$ cat src/rtl/pcodec_pkg.sv
// Package of the percent codec: payload types, codes, constants and byte helpers.
// No dependencies.
`timescale 1ns / 1ps

package pcodec_pkg;

   localparam logic [7:0] PCT_CHAR            = 8'h25;
   localparam logic       MODE_ENCODE         = 1'b0;
   localparam logic       MODE_DECODE         = 1'b1;
   localparam int         QUEUE_DEPTH_DEFAULT = 2;

   typedef struct packed {
      logic [7:0] in_byte;
      logic       in_last;
   } req_payload_type;

   typedef struct packed {
      logic [7:0] out_byte;
      logic       out_last;
   } rsp_payload_type;

   typedef struct packed {
      logic [1:0]       count;
      logic [2:0][7:0]  bytes;
      logic             last;
   } job_type;

   typedef struct packed {
      logic    valid;
      job_type job;
   } queue_head_type;

   function automatic logic [4:0] hex_value(input logic [7:0] b);
      logic [4:0] v;
      v = 5'd16;
      if (b >= 8'h30 && b <= 8'h39) begin
         v = {1'b0, b[3:0]};
      end else if ((b >= 8'h41 && b <= 8'h46) || (b >= 8'h61 && b <= 8'h66)) begin
         v = {1'b0, b[3:0] + 4'd9};
      end
      return v;
   endfunction

   function automatic logic is_alnum(input logic [7:0] b);
      return (b >= 8'h30 && b <= 8'h39) || (b >= 8'h41 && b <= 8'h5A) ||
             (b >= 8'h61 && b <= 8'h7A);
   endfunction

   function automatic logic [7:0] hex_char(input logic [3:0] n);
      return (n < 4'd10) ? (8'h30 + {4'h0, n}) : (8'h37 + {4'h0, n});
   endfunction

endpackage

$ cat src/rtl/pcodec_queue.sv
// Job queue between the front and the back of the percent codec.
// Depends on pcodec_pkg.
`timescale 1ns / 1ps

module pcodec_queue #(
   parameter int DEPTH = pcodec_pkg::QUEUE_DEPTH_DEFAULT
) (
   input  logic                       clock,
   input  logic                       reset,
   input  logic                       push,
   input  pcodec_pkg::job_type        push_job,
   output logic                       full,
   input  logic                       pop,
   output pcodec_pkg::queue_head_type head
);

   localparam int PTR_W = (DEPTH > 1) ? $clog2(DEPTH) : 1;
   localparam int CNT_W = $clog2(DEPTH + 1);

   pcodec_pkg::job_type entry_ff [DEPTH];
   logic [PTR_W-1:0] wr_ptr_ff, wr_ptr_in;
   logic [PTR_W-1:0] rd_ptr_ff, rd_ptr_in;
   logic [CNT_W-1:0] count_ff, count_in;

   always_comb begin
      wr_ptr_in = wr_ptr_ff;
      rd_ptr_in = rd_ptr_ff;
      count_in  = count_ff;
      if (push) begin
         wr_ptr_in = (wr_ptr_ff == PTR_W'(DEPTH - 1)) ? '0 : wr_ptr_ff + 1'b1;
      end
      if (pop) begin
         rd_ptr_in = (rd_ptr_ff == PTR_W'(DEPTH - 1)) ? '0 : rd_ptr_ff + 1'b1;
      end
      if (push && !pop) begin
         count_in = count_ff + 1'b1;
      end else if (pop && !push) begin
         count_in = count_ff - 1'b1;
      end
   end

   always_ff @(posedge clock) begin
      if (reset) begin
         wr_ptr_ff <= '0;
         rd_ptr_ff <= '0;
         count_ff  <= '0;
      end else begin
         wr_ptr_ff <= wr_ptr_in;
         rd_ptr_ff <= rd_ptr_in;
         count_ff  <= count_in;
      end
   end

   always_ff @(posedge clock) begin
      if (push) begin
         entry_ff[wr_ptr_ff] <= push_job;
      end
   end

   assign full       = (count_ff == CNT_W'(DEPTH));
   assign head.valid = (count_ff != '0);
   assign head.job   = entry_ff[rd_ptr_ff];

endmodule

$ cat src/rtl/pcodec_front.sv
// Front of the percent codec: mode register, decode escape tracking and job building.
// Depends on pcodec_pkg.
`timescale 1ns / 1ps

module pcodec_front (
   input  logic                        clock,
   input  logic                        reset,
   input  logic                        req_valid,
   output logic                        req_ready,
   input  pcodec_pkg::req_payload_type req_payload,
   input  logic                        csr_valid,
   input  logic                        csr_data,
   input  logic                        queue_full,
   output logic                        push,
   output pcodec_pkg::job_type         push_job
);

   localparam logic [1:0] STAGE_IDLE  = 2'd0;
   localparam logic [1:0] STAGE_PCT   = 2'd1;
   localparam logic [1:0] STAGE_DIGIT = 2'd2;

   logic       mode_ff;
   logic [1:0] stage_ff, stage_in;
   logic [7:0] digit_ff, digit_in;
   logic [7:0] b;
   logic       last;
   logic [4:0] v;
   logic [4:0] hv;
   logic       vok;
   logic       pct_hold;
   logic       accept;
   logic [1:0] n;

   assign b        = req_payload.in_byte;
   assign last     = req_payload.in_last;
   assign v        = pcodec_pkg::hex_value(b);
   assign hv       = pcodec_pkg::hex_value(digit_ff);
   assign vok      = !v[4];
   assign pct_hold = (b == pcodec_pkg::PCT_CHAR) && !last;
   assign req_ready = !queue_full;
   assign accept    = req_valid && req_ready;

   always_comb begin
      n          = 2'd0;
      push_job   = '0;
      stage_in   = stage_ff;
      digit_in   = digit_ff;
      if (mode_ff == pcodec_pkg::MODE_ENCODE) begin
         if (pcodec_pkg::is_alnum(b)) begin
            n                 = 2'd1;
            push_job.bytes[0] = b;
         end else begin
            n                 = 2'd3;
            push_job.bytes[0] = pcodec_pkg::PCT_CHAR;
            push_job.bytes[1] = pcodec_pkg::hex_char(b[7:4]);
            push_job.bytes[2] = pcodec_pkg::hex_char(b[3:0]);
         end
      end else begin
         unique case (stage_ff)
            STAGE_PCT: begin
               if (vok && !last) begin
                  stage_in = STAGE_DIGIT;
                  digit_in = b;
               end else if (vok || !pct_hold) begin
                  n                 = 2'd2;
                  push_job.bytes[0] = pcodec_pkg::PCT_CHAR;
                  push_job.bytes[1] = b;
                  stage_in          = STAGE_IDLE;
               end else begin
                  n                 = 2'd1;
                  push_job.bytes[0] = pcodec_pkg::PCT_CHAR;
                  stage_in          = STAGE_PCT;
               end
            end
            STAGE_DIGIT: begin
               digit_in = 8'h00;
               if (vok) begin
                  n                 = 2'd1;
                  push_job.bytes[0] = {hv[3:0], v[3:0]};
                  stage_in          = STAGE_IDLE;
               end else if (pct_hold) begin
                  n                 = 2'd2;
                  push_job.bytes[0] = pcodec_pkg::PCT_CHAR;
                  push_job.bytes[1] = digit_ff;
                  stage_in          = STAGE_PCT;
               end else begin
                  n                 = 2'd3;
                  push_job.bytes[0] = pcodec_pkg::PCT_CHAR;
                  push_job.bytes[1] = digit_ff;
                  push_job.bytes[2] = b;
                  stage_in          = STAGE_IDLE;
               end
            end
            default: begin
               if (pct_hold) begin
                  stage_in = STAGE_PCT;
               end else begin
                  n                 = 2'd1;
                  push_job.bytes[0] = b;
                  stage_in          = STAGE_IDLE;
               end
            end
         endcase
      end
      if (last) begin
         stage_in = STAGE_IDLE;
         digit_in = 8'h00;
      end
      push_job.count = n;
      push_job.last  = last;
   end

   assign push = accept && (n != 2'd0);

   always_ff @(posedge clock) begin
      if (reset) begin
         mode_ff  <= pcodec_pkg::MODE_ENCODE;
         stage_ff <= STAGE_IDLE;
         digit_ff <= 8'h00;
      end else if (csr_valid) begin
         mode_ff  <= csr_data;
         stage_ff <= STAGE_IDLE;
         digit_ff <= 8'h00;
      end else if (accept) begin
         stage_ff <= stage_in;
         digit_ff <= digit_in;
      end
   end

endmodule

$ cat src/rtl/pcodec_back.sv
// Back of the percent codec: sends the bytes of each queued job through the output register.
// Depends on pcodec_pkg.
`timescale 1ns / 1ps

module pcodec_back (
   input  logic                        clock,
   input  logic                        reset,
   input  pcodec_pkg::queue_head_type  head,
   output logic                        pop,
   output logic                        rsp_valid,
   input  logic                        rsp_ready,
   output pcodec_pkg::rsp_payload_type rsp_payload
);

   logic [1:0]                  idx_ff, idx_in;
   logic                        rsp_valid_ff, rsp_valid_in;
   pcodec_pkg::rsp_payload_type rsp_payload_ff, rsp_payload_in;
   logic                        load;
   logic                        final_byte;

   assign load       = head.valid && (!rsp_valid_ff || rsp_ready);
   assign final_byte = (idx_ff == head.job.count - 2'd1);
   assign pop        = load && final_byte;

   always_comb begin
      idx_in                  = idx_ff;
      rsp_payload_in          = rsp_payload_ff;
      rsp_valid_in            = rsp_valid_ff && !rsp_ready;
      if (load) begin
         rsp_valid_in            = 1'b1;
         rsp_payload_in.out_byte = head.job.bytes[idx_ff];
         rsp_payload_in.out_last = head.job.last && final_byte;
         idx_in                  = final_byte ? 2'd0 : idx_ff + 2'd1;
      end
   end

   always_ff @(posedge clock) begin
      if (reset) begin
         idx_ff       <= 2'd0;
         rsp_valid_ff <= 1'b0;
      end else begin
         idx_ff       <= idx_in;
         rsp_valid_ff <= rsp_valid_in;
      end
   end

   always_ff @(posedge clock) begin
      rsp_payload_ff <= rsp_payload_in;
   end

   assign rsp_valid   = rsp_valid_ff;
   assign rsp_payload = rsp_payload_ff;

endmodule

$ cat src/rtl/percent_codec_core.sv
// Path: input beat -> job queue -> single output register. Throughput: one result beat
// per cycle from the output register unless rsp_ready is low; an input byte makes zero
// to three result beats, so an escaped byte in encode mode holds the back for three
// beats, while the front takes a beat each cycle while the job queue has room.
// Reset: synchronous; mode returns to encode, pending escape bytes, queue and output clear.
`timescale 1ns / 1ps

module percent_codec_core #(
   parameter int QUEUE_DEPTH = pcodec_pkg::QUEUE_DEPTH_DEFAULT
) (
   input  logic                        clock,
   input  logic                        reset,
   input  logic                        req_valid,
   output logic                        req_ready,
   input  pcodec_pkg::req_payload_type req_payload,
   output logic                        rsp_valid,
   input  logic                        rsp_ready,
   output pcodec_pkg::rsp_payload_type rsp_payload,
   input  logic                        csr_valid,
   output logic                        csr_ready,
   input  logic                        csr_data
);

   logic                       queue_full;
   logic                       push;
   logic                       pop;
   pcodec_pkg::job_type        push_job;
   pcodec_pkg::queue_head_type head;

   assign csr_ready = 1'b1;

   pcodec_front u_front (
      .clock       (clock),
      .reset       (reset),
      .req_valid   (req_valid),
      .req_ready   (req_ready),
      .req_payload (req_payload),
      .csr_valid   (csr_valid),
      .csr_data    (csr_data),
      .queue_full  (queue_full),
      .push        (push),
      .push_job    (push_job)
   );

   pcodec_queue #(
      .DEPTH (QUEUE_DEPTH)
   ) u_queue (
      .clock    (clock),
      .reset    (reset),
      .push     (push),
      .push_job (push_job),
      .full     (queue_full),
      .pop      (pop),
      .head     (head)
   );

   pcodec_back u_back (
      .clock       (clock),
      .reset       (reset),
      .head        (head),
      .pop         (pop),
      .rsp_valid   (rsp_valid),
      .rsp_ready   (rsp_ready),
      .rsp_payload (rsp_payload)
   );

endmodule

$ cat config.mk
export PLATFORM = sky130hd
export DESIGN_NAME = percent_codec_core
export DESIGN_NICKNAME = d
export VERILOG_FILES = /design/src/rtl/pcodec_pkg.sv /design/src/rtl/pcodec_queue.sv /design/src/rtl/pcodec_front.sv /design/src/rtl/pcodec_back.sv /design/src/rtl/percent_codec_core.sv
export SDC_FILE = /design/constraint.sdc
export NUM_CORES = 1
export LEC_CHECK = 0
export BUFFER_PORTS_ARGS = -buffer_cell sky130_fd_sc_hd__buf_4
export CAP_MARGIN = 20
export CORE_MARGIN = 2
export CORE_UTILIZATION = 55
export DETAILED_ROUTE_END_ITERATION = 8
export GPL_TIMING_DRIVEN = 0
export PLACE_DENSITY = 0.73
export SLEW_MARGIN = 20
export SYNTH_ARGS = -nofsm -noshare
export SYNTH_HDL_FRONTEND = slang
export SYNTH_SLANG_ARGS = --single-unit
$ cat constraint.sdc
create_clock -name clock -period 5.9 [get_ports clock]
set_input_delay 0.885 -clock clock [delete_from_list [all_inputs] [get_ports clock]]
set_output_delay 0.885 -clock clock [all_outputs]
set_load 0.005 [all_outputs]
==> metrics.md <==
| Metric | Value |
|---|---|
| Die Width | `93.86 um` |
| Final hold vios | `0` |
| Peak supply drop | `between 0.1 and 0.15 mV` |
| Die area | `0.008809 sq mm` |
| Logic pwr share | `between 20% and 30%` |
| Worst slew margin | `47.55%` |
| Min cycle time layout | `3.966 ns` |
| CP max stage delay | `0.64 ns` |
| Starting density of the core | `57.17%` |
| Max-cap violations | `0` |
| Site Rows | `32` |
| Share of the synthesized area in the top cell type | `42.60%` |
| Clock root cell | `clkbuf_8` |
| CTS tree | `done` |
| Setup-failing EPs final | `0` |
| Synthesized instance count | `402` |
| Sequential share of power | `a little under half` |
| Hold_buf cts | `0` |
| Met3 GRT Util | `5.136%` |
| Unrepaired setup endpoints after global routing | `false` |
| Slew Viols, Final | `0` |
| Non-Filler Instances | `544` |
| Largest net degree at the start of global routing | `28` |
| Final nets | `about 470` |
| Met1 GRT Util | `30.63%` |
| Seq/Total Area, Yosys | `51.17%` |
| Placed cell count | `528` |
| H-tree lvl count | `3` |
| CTS max path bufs | `2` |
| Placer Congestion | `around 0.95` |
| Clock Skew | `0.01332 ns` |
| Sw Pwr | `488.5 uW` |
| Drt first pass iters | `4` |
| Core footprint | `0.007767 sq mm` |
| Post-DP HPWL | `7268 um` |
| Clock transition at the registers of the reported paths | `approximately 0.080 ns` |
| Vias in the first global route | `3,188` |
| Kind of critical path | `in2reg` |
| ANT nets after route | `0` |
| Area grow syn2layout | `12.06%` |
| Register bit total from synthesis | `82` |
| Clk Latency, worst-skew pair | `0.35 ns` |
| Post-Syn Area per Cell | `11.05 sq um` |
| CP cell instances | `buf_4 -> clkbuf_1 -> inv_1 -> ha_1 -> nor4b_2 -> o221a_2 -> o21ba_2 -> or4_1 -> a21boi_1 -> o21ai_1 -> nor2_4` |
| DR WL/cell | `approximately 18 um` |
| Ports | `27` |
| Worst hold path type | `reg2reg` |
| Cell variety after synth | `69` |
| Routed WL | `slightly below 10,000 um` |
| Total leakage power | `0.001763 uW` |
| Post-synth EDFFs | `63` |
| CP max FO | `27` |
| Fin crit share | `67.22%` |
| P_int | `1153 uW` |
| Critical Path AT | `3.94 ns` |
| Power Dens Cells | `between 300 and 400 mW/mm^2` |
| F_max | `approximately 250 MHz` |
| Hold Slack | `~0.48 ns` |
| Met2 usage | `roughly 39%` |
| Drt initial violations | `about 240` |
| Register Area | `0.002272 sq mm` |
| CTS sink cnt | `roughly 80` |
| Synth Flop Type | `edfxtp_1` |
| Area of the mapped netlist | `0.004441 sq mm` |
| Number of post-CTS setup repair buffers | `0` |
| Diode count | `0` |
| Status | `finished clean` |
| First-pass GRT wire length | `15,930 um` |
| Grt ovf | `0` |
| Count leader, synth | `edfxtp_1` |
| All-Layer GR Usage | `23.94%` |
| Req. time, crit path | `roughly 5.9 ns` |
| GR peak layer | `met2` |
| Area leader, netlist | `edfxtp_1` |
| Vias per std cell | `about 6.0` |
| CTS resizes | `0` |
| Total negative slack | `0 ns` |
| Initial antenna violation count | `0` |
| Via count | `~3,300` |
| DRC | `0` |
| Sw frac | `29.76%` |
| Syn_nets | `between 400 and 500` |
| Synth cell count leaders | `edfxtp_1 (63), nor2_1 (28), a21oi_1 (27), nand2_1 (23), inv_1 (22)` |
| Dominant cells by area after synthesis | `edfxtp_1 (43%), dfxtp_1 (8.6%), ha_1 (4.2%)` |
| Fraction of registers with async set/reset | `0%` |
| Die height | `93.86 um` |
| Worst-margin pin slew | `0.7867 ns` |
| Critical path capture point type | `register` |
| Clock power frac | `about a quarter` |
| Crit-path slowest cell | `nor2_4` |
| Port Buffer Count | `23` |
| Multi-input gate area | `0.001983 sq mm` |
| Fillcell total | `638` |
| Synthesis warning total | `0` |
| Proportion of layout cells with a drive suffix above 1 | `16.06%` |
| CTS buffer count | `9` |
| Worst Setup Start Kind | `input pin` |
==> per-layer routing <==
metal | wire [um] | share of wire, %
met5 | 0 | 0
met3 | 590 | 6.0
met2 | 4729 | 48
met1 | 4144 | 42
met4 | 351 | 3.6
==> metrics by stage <==
step	util (%)	total power, uW	cell area [sq um]	worst slack, ns
after floorplan	-	1095	4441	1.673
after global placement	61.03	1229	4741	0.5810
after detailed placement	61.49	1256	4776	1.622
after CTS	64.06	1654	4976	1.985
after global routing	64.06	1742	4976	1.721
final	64.06	1641	4976	1.934
==> power groups by stage <==
stage                     logic, uW  registers, uW  clock network, uW
after detailed placement        453            802                  0
after floorplan                 297            798                  0
after global placement          430            800                  0
after global routing            506            799                437
final                           449            788                405
after CTS                       454            789                411
==> flip-flops by register name (all words and copies together), names as in the netlist, 2 cells and up, named ones only <==
name	flops
u_front.stage_ff	2
u_queue.count_ff	2
u_back.idx_ff	2
u_front.digit_ff	8
u_back.rsp_payload	9
u_queue.entry_ff	54
==> layout by cell type, fill, tap and decap left out, types with 5 or more instances in the layout <==
cell	n
edfxtp_1	63
mux4_2	8
inv_1	22
nand2_1	23
clkbuf_1	15
o21ai_0	19
a21oi_1	27
nor2b_1	6
a22o_1	6
nor2_1	26
clkbuf_8	9
o21a_1	6
nand2b_1	14
o22ai_1	12
ha_1	15
nand4_1	5
buf_4	25
nand3_1	11
mux2i_1	11
a221o_1	6
dfxtp_1	19
==> cell families (layout without fill, tap and decap cells) <==
group                      count (synthesis)  in the layout  synth area share, %
and+or+nand+nor                          120            120                15.07
AOI/OAI and AO/OA                        107            107                16.31
DFF                                       82             82                51.17
buffers and inverters                     48             88                4.508
muxes                                     21             21                7.044
adders and majority gates                 15             15                4.227
xor gates and xnor gates                   8              8                1.578
other                                      1              1              0.08445
==> worst paths after layout <==
kind / cells past startpoint / to / slack, ns / from
min: 2 / u_front.stage_ff[1] / 0.48 / u_front.stage_ff[1]
min reg2reg: 2 / u_front.stage_ff[1] / 0.48 / u_front.stage_ff[1]
max: 11 / u_queue.entry_ff[1][14] / 1.93 / req_payload[1]
max reg2reg: 9 / u_queue.count_ff[1] / 3.00 / register
==> cell type report <==
type / count / area share, %
repair buffers: 24 / 3.872
multi-input cells: 272 / 39.85
plain buffers: 25 / 2.288
well taps: 102 / 2.565
flip-flops and latches: 82 / 45.66
inverters: 23 / 1.735
clock buffers: 9 / 2.489
clock inverters: 7 / 1.534
==> critical path, delay by kind of cell <==
kind                       cells  cell delay, ns
buffers and inverters          3            0.51
AOI/OAI and AO/OA              4            0.84
and+or+nand+nor                3            1.44
adders and majority gates      1            0.23
Note: power is estimated with default switching activity, not from simulation.
